### config.mk
export PLATFORM = sky130hd
export DESIGN_NAME = mpts_cell
export DESIGN_NICKNAME = d
export VERILOG_FILES = /design/src/hdl/mpts_pkg.sv /design/src/hdl/mpts_cell.sv
export SDC_FILE = /design/constraint.sdc
export NUM_CORES = 1
export LEC_CHECK = 0
export ABC_AREA = 0
export BUFFER_PORTS_ARGS = -buffer_cell sky130_fd_sc_hd__buf_4
export CORE_MARGIN = 2
export CORE_UTILIZATION = 30
export DETAILED_ROUTE_END_ITERATION = 16
export GPL_ROUTABILITY_DRIVEN = 0
export PLACE_DENSITY = 0.65
export SYNTH_ARGS = -nofsm -noshare
export SYNTH_HDL_FRONTEND = slang
export SYNTH_SLANG_ARGS = --single-unit
### constraint.sdc
create_clock -name clk -period 3.09 [get_ports clk]
set_clock_uncertainty 0.1 [all_clocks]
set_input_delay 0.309 -clock clk [delete_from_list [all_inputs] [get_ports clk]]
set_output_delay 0.309 -clock clk [all_outputs]
set_load 0.05 [all_outputs]
### src/hdl/mpts_pkg.sv
// Shared types and constants for the multilevel priority task scheduler.
package mpts_pkg;

  // Request codes
  localparam logic [1:0] REQ_ADD      = 2'd0;
  localparam logic [1:0] REQ_REMOVE   = 2'd1;
  localparam logic [1:0] REQ_EXPIRE   = 2'd2;
  localparam logic [1:0] REQ_RESCHED  = 2'd3;

  // Result status codes
  localparam logic [1:0] ST_OK        = 2'd0;
  localparam logic [1:0] ST_FULL      = 2'd1;
  localparam logic [1:0] ST_IDLE      = 2'd2;
  localparam logic [1:0] ST_DISABLED  = 2'd3;

  // Configuration register indexes
  localparam logic [1:0] CFG_ENABLE   = 2'd0;
  localparam logic [1:0] CFG_SPECIAL  = 2'd1;
  localparam logic [1:0] CFG_NORMAL   = 2'd2;

  // Register reset values
  localparam logic [15:0] SPECIAL_SLICE_RST = 16'd100;
  localparam logic [15:0] NORMAL_SLICE_RST  = 16'd10;

  // Command broadcast to every queue cell
  typedef struct packed {
    logic settle;  // squeeze empty cells toward the tail
    logic ins;     // append an entry at the tail cell
    logic clr;     // drop every entry whose id matches
    logic take;    // drop the entry at the dispatched position
  } ctl_t;

endpackage

### src/hdl/mpts_cell.sv
// One cell of the ready-queue chain: holds one waiting task and one scan token stage.
module mpts_cell #(
  parameter int TASKS   = 64,
  parameter int ID_BITS = 16,
  parameter int LW      = 7,
  parameter int POS     = 0
) (
  input  logic                           clk,
  input  logic                           rst,
  input  mpts_pkg::ctl_t                 ctl,
  input  logic [ID_BITS-1:0]             key_id,
  input  logic [LW-1:0]                  ins_level,
  input  logic                           ins_special,
  input  logic [$clog2(TASKS)-1:0]       take_idx,
  input  logic                           unit_ready,
  input  logic                           up_valid,
  input  logic [ID_BITS-1:0]             up_id,
  input  logic [LW-1:0]                  up_level,
  input  logic                           up_special,
  input  logic                           down_valid,
  output logic                           valid,
  output logic [ID_BITS-1:0]             id,
  output logic [LW-1:0]                  level,
  output logic                           special,
  input  logic                           ci_found,
  input  logic                           ci_special,
  input  logic [LW-1:0]                  ci_level,
  input  logic [ID_BITS-1:0]             ci_id,
  input  logic [$clog2(TASKS)-1:0]       ci_idx,
  input  logic [$clog2(TASKS+1)-1:0]     ci_ncnt,
  input  logic [$clog2(TASKS+1)-1:0]     ci_scnt,
  output logic                           co_found,
  output logic                           co_special,
  output logic [LW-1:0]                  co_level,
  output logic [ID_BITS-1:0]             co_id,
  output logic [$clog2(TASKS)-1:0]       co_idx,
  output logic [$clog2(TASKS+1)-1:0]     co_ncnt,
  output logic [$clog2(TASKS+1)-1:0]     co_scnt
);
  import mpts_pkg::*;

  localparam int IDX_W = $clog2(TASKS);
  localparam int CW    = $clog2(TASKS + 1);
  localparam bit TOP   = (POS == TASKS - 1);

  logic elig;
  logic beat;

  // Entry valid bit: settle, insert, match drop, dispatch drop
  always_ff @(posedge clk) begin
    if (rst) begin
      valid <= 1'b0;
    end else if (ctl.settle) begin
      if (!valid) begin
        valid <= up_valid;
      end else if (!down_valid) begin
        valid <= 1'b0;
      end
    end else if (ctl.ins && TOP) begin
      valid <= 1'b1;
    end else if (ctl.clr && valid && (id == key_id)) begin
      valid <= 1'b0;
    end else if (ctl.take && (take_idx == IDX_W'(POS))) begin
      valid <= 1'b0;
    end
  end

  // Entry payload: pull from the upper neighbor into an empty cell, or load a new task
  always_ff @(posedge clk) begin
    if (ctl.settle && !valid) begin
      id      <= up_id;
      level   <= up_level;
      special <= up_special;
    end else if (ctl.ins && TOP) begin
      id      <= key_id;
      level   <= ins_level;
      special <= ins_special;
    end
  end

  // Special entries win when the unit is ready; else lowest level; ties keep the older
  assign elig = valid && (!special || unit_ready);
  assign beat = elig && (!ci_found || (special && !ci_special) ||
                         (!special && !ci_special && (level < ci_level)));

  // Advance the scan token one cell
  always_ff @(posedge clk) begin
    co_found   <= ci_found || elig;
    co_special <= beat ? special : ci_special;
    co_level   <= beat ? level : ci_level;
    co_id      <= beat ? id : ci_id;
    co_idx     <= beat ? IDX_W'(POS) : ci_idx;
    co_ncnt    <= ci_ncnt + CW'(valid && !special);
    co_scnt    <= ci_scnt + CW'(valid && special);
  end

endmodule

# After elaboration in Yosys (flattened, before gate mapping)
# Cells that the tools add are included.
# word_totals
input_bits	108
out_inout_bits	70
n_memories	0
latchBits	0
ramBits	0
rom_bits	0
word_cells	44
register_bits	70
# op_classes
n_eq_ne	1
n_div	0
n_mux	8
order_cmp	1
addsub	2
bitwise	0
reduce_logical	21
shift	0
mul	0
# op_table
operator	n
16-bit == test	1
16-bit two-way mux	1
7-bit by 1-bit adder with 7-bit output	2
1-bit logical AND	11
7-bit less-than comparator	1
7-bit two-way mux	1
6-bit logical NOT	1
1-bit two-way mux	6
1-bit logical NOT	4
1-bit logical OR	4
3-bit nonzero test	1

# Logic depth before layout (Yosys ltp)
# depth
depth_word	6
depth_mapped	8
mapped_depth_nobuf	6

# Least setup slack after synthesis
# Ideal clock, no wire load.
# synth_timing
path_type	reg2reg
from	reg level[6]
to	reg co_id[11]
required_time_ps	2869
arrival_ps	2114
path_slack_ps	754
synth_period_minus_slack_ps	2336
path_stages_with_launch	8
n_path_buf	2
setup_time_ps	121
cell_sequence	edfxtp_1 ha_1 a21oi_1 o221ai_1 a211o_1 buf_6 buf_6 mux2_4
# synth_between
elab_chain_cells	5
# synth_rtl
element	line_no	text
start: declaration	mpts_cell.sv:23	output logic [LW-1:0] level,
start signal: assignment	mpts_cell.sv:72	level <= up_level;
start signal: assignment	mpts_cell.sv:76	level <= ins_level;
7-bit less-than comparator	mpts_cell.sv:84	(!special && !ci_special && (level < ci_level)));
1-bit logical AND	mpts_cell.sv:84	
1-bit logical OR	mpts_cell.sv:83	assign beat = elig && (!ci_found || (special && !ci_special) ||
1-bit logical AND	mpts_cell.sv:83	
16-bit two-way mux	mpts_cell.sv:91	co_id <= beat ? id : ci_id;
end signal: assignment	mpts_cell.sv:91	
end: declaration	mpts_cell.sv:35	output logic [ID_BITS-1:0] co_id,
# Every way passes these cells.
# A chain may end at the register's enable or synchronous reset.

# Worst setup path after layout
# layout_timing
from	reg level[2]
to	reg co_id[4]
# Same word-level chain as after synthesis.

==> flow_summary.json <==
{
  "num_antenna_cells": 0,
  "switching_share": 0.292,
  "dieArea_um2": 9460,
  "fillers": 829,
  "crit_buf_inv": 1,
  "clock_latency_ns": 0.33,
  "fmax_ghz": 0.433,
  "grt_usage": 0.141,
  "combPwrFrac": 0.223,
  "crit_fanout": 25,
  "tritoncts": "done",
  "num_io_pins": 178,
  "grt_overflow": 0,
  "synth_area_um2": 2610,
  "cp.required_ns": 3.22,
  "pre_cts_slack_ns": 0.737,
  "first_global_vias": 2190,
  "p_leak_uw": 0.00197,
  "min_period_ns": 2.31,
  "htree_levels": 3,
  "rows": 34,
  "cpPeakStageDelay_ns": 0.42,
  "die_y_um": 97.3,
  "cts_resized": 0,
  "ys_seq_area_frac": 0.629,
  "crit_path_top_delay_cell": "edfxtp_1",
  "worst_slack_ns": 0.783,
  "drtPass1Iterations": 4,
  "worst_pin_slew_ns": 0.716,
  "syn_to_final_growth_pct": 62.0,
  "yosysWarnings": 0,
  "fp.dieW_um": 97.3,
  "numCtsBuffers": 9,
  "internal_power_uw": 1700,
  "root_buffer": "clkbuf_8",
  "synth_area_leaders": "dfxtp_1 (35%), edfxtp_1 (28%), mux2_2 (8.6%)",
  "path_cells": "ha_1 -> a21oi_1 -> a211oi_1 -> a211o_1 -> buf_4 -> mux2_2",
  "grt_pass1_wl_mm": 10.4,
  "final_max_slew_viol_count": 0,
  "end_kind": "flop",
  "fin_cells": 480,
  "clk_path_buf_depth": 2,
  "dp_cells": 464,
  "path_class": "reg2reg",
  "vias": 2046,
  "p_sw_uw": 699,
  "ir_worst_vdd_mv": 0.249,
  "antenna_found_initial": 0,
  "status": "finished clean",
  "arrival_ns": 2.43,
  "yosysTopAreaCell": "dfxtp_1",
  "rsz0062_at_grt": "no",
  "power_frac_clock": 0.338,
  "syn_area_per_cell_um2": 13.8,
  "yosys.area.top_type_share": 0.353,
  "post_cts_buffers": 0,
  "whs_ns": 0.0195,
  "grt_max_degree": 26,
  "postCtsHoldBufs": 0,
  "placed_area_um2": 4000,
  "core_area_um2": 8590,
  "drt-vias-per-instance": 4.26,
  "synth_edf_count": 24,
  "crit_family": "compound AO/OA/AOI/OAI gates",
  "start_kind": "flop",
  "tns_ns": 0,
  "synthArstFlopShare": 0,
  "final_nets": 485,
  "drive_gt1_frac": 0.570,
  "power_density_nw_per_um2": 567,
  "route.detailed.drc": 0,
  "drv_cap": 0,
  "start_util": 0.304,
  "netlist_instances": 189,
  "io_buffers": 168,
  "design_area_um2": 4230,
  "path_clk_slew_ns": 0.07,
  "antenna_left": 0,
  "yosys.cell_types.count": 27,
  "finalHoldViolations": 0,
  "synth-seq-cells": 70,
  "hp-class": "in2reg",
  "drtIter0Drc": 46,
  "period_share": 0.747,
  "synth.most_common_cell": "dfxtp_1",
  "cts_num_sinks": 70,
  "finalWirelength_mm": 6.63,
  "synth_ff_type": "dfxtp_1",
  "p_seq_frac": 0.439,
  "r2r_setup_slack_ns": 0.78,
  "setup_violations": 0,
  "max_slew_margin": 0.520,
  "syn-num-nets": 307,
  "avgRoutedWirePerCell_um": 13.8,
  "synthTopCellsByCount": "dfxtp_1 (46), edfxtp_1 (24), mux2_2 (20), xor2_1 (18), nand3_1 (11)"
}
## worst paths after layout
kind | cells after the start | end | start
worst max register to register | 6 | co_id[4] | level[2]
worst min register to register | 1 | co_level[0] | level[0]
worst max-delay path | 6 | co_id[4] | level[2]
worst min-delay path | 2 | valid | rst
## flip-flops by register name (all words and copies together) (netlist names)
| signal | flops |
|---|---|
| co_ncnt | 7 |
| co_id | 16 |
| valid | 1 |
| co_level | 7 |
| co_scnt | 7 |
| level | 7 |
| co_idx | 6 |
| special | 1 |
| co_found | 1 |
| co_special | 1 |
| id | 16 |
## cell families (layout without fill, tap and decap cells)
family | Yosys count | in the layout | share of synthesized area
AO/OA/AOI/OAI | 13 | 13 | 0.0297
XOR/XNOR | 26 | 26 | 0.0873
adder cells (fa/ha/maj) | 10 | 10 | 0.0480
buffers and inverters | 12 | 195 | 0.0235
flip-flops | 70 | 70 | 0.629
multiplexers | 24 | 24 | 0.109
AND/OR/NAND/NOR | 34 | 34 | 0.0729
## routing by layer
| metal | part of all wire | GRT usage | vias up | routed length [um] |
|---|---|---|---|---|
| met5 | 0 | 0 | - | 0 |
| li1 | - | - | 1019 | - |
| met4 | 0.012 | 0.0513 | 0 | 82 |
| met1 | 0.40 | 0.166 | 924 | 2670 |
| met2 | 0.50 | 0.235 | 97 | 3290 |
| met3 | 0.089 | 0.0561 | 6 | 593 |
## through the flow
stage,utilization,power (uW)
2_1_floorplan,-,1390
3_3_place_gp,0.465,1610
3_5_place_dp,0.465,1610
4_1_cts,0.492,2430
5_1_grt,0.492,2510
6_report,0.492,2400
## power groups by stage
| stage | combinational (uW) | sequential, uW | clock (uW) |
|---|---|---|---|
| global route | 562 | 1060 | 884 |
| CTS | 540 | 1050 | 837 |
| floorplan | 90.0 | 1300 | 0 |
| global placement | 534 | 1070 | 0 |
| finish | 534 | 1050 | 810 |
| detailed placement | 540 | 1070 | 0 |
## cells in the final DEF (no fill, tap or decap), types with 5 or more instances in the layout
cell	instances
buf_4	170
clkbuf_8	10
xor2_1	18
a21oi_1	5
mux2_2	20
dfxtp_1	46
edfxtp_1	24
inv_1	8
ha_1	10
nand3_1	11
and2_1	6
xnor2_1	8
## final cells by class
type | instances | area [um^2] | share of cell area
Sequential cell | 70 | 1640 | 0.388
Timing Repair Buffer | 170 | 1280 | 0.302
Multi-Input combinational cell | 107 | 908 | 0.215
Clock buffer | 14 | 216 | 0.0512
Tap cell | 108 | 135 | 0.0320
Inverter | 9 | 33.8 | 0.00799
Clock inverter | 2 | 15.0 | 0.00355
Power figures use the tool's default switching activity.
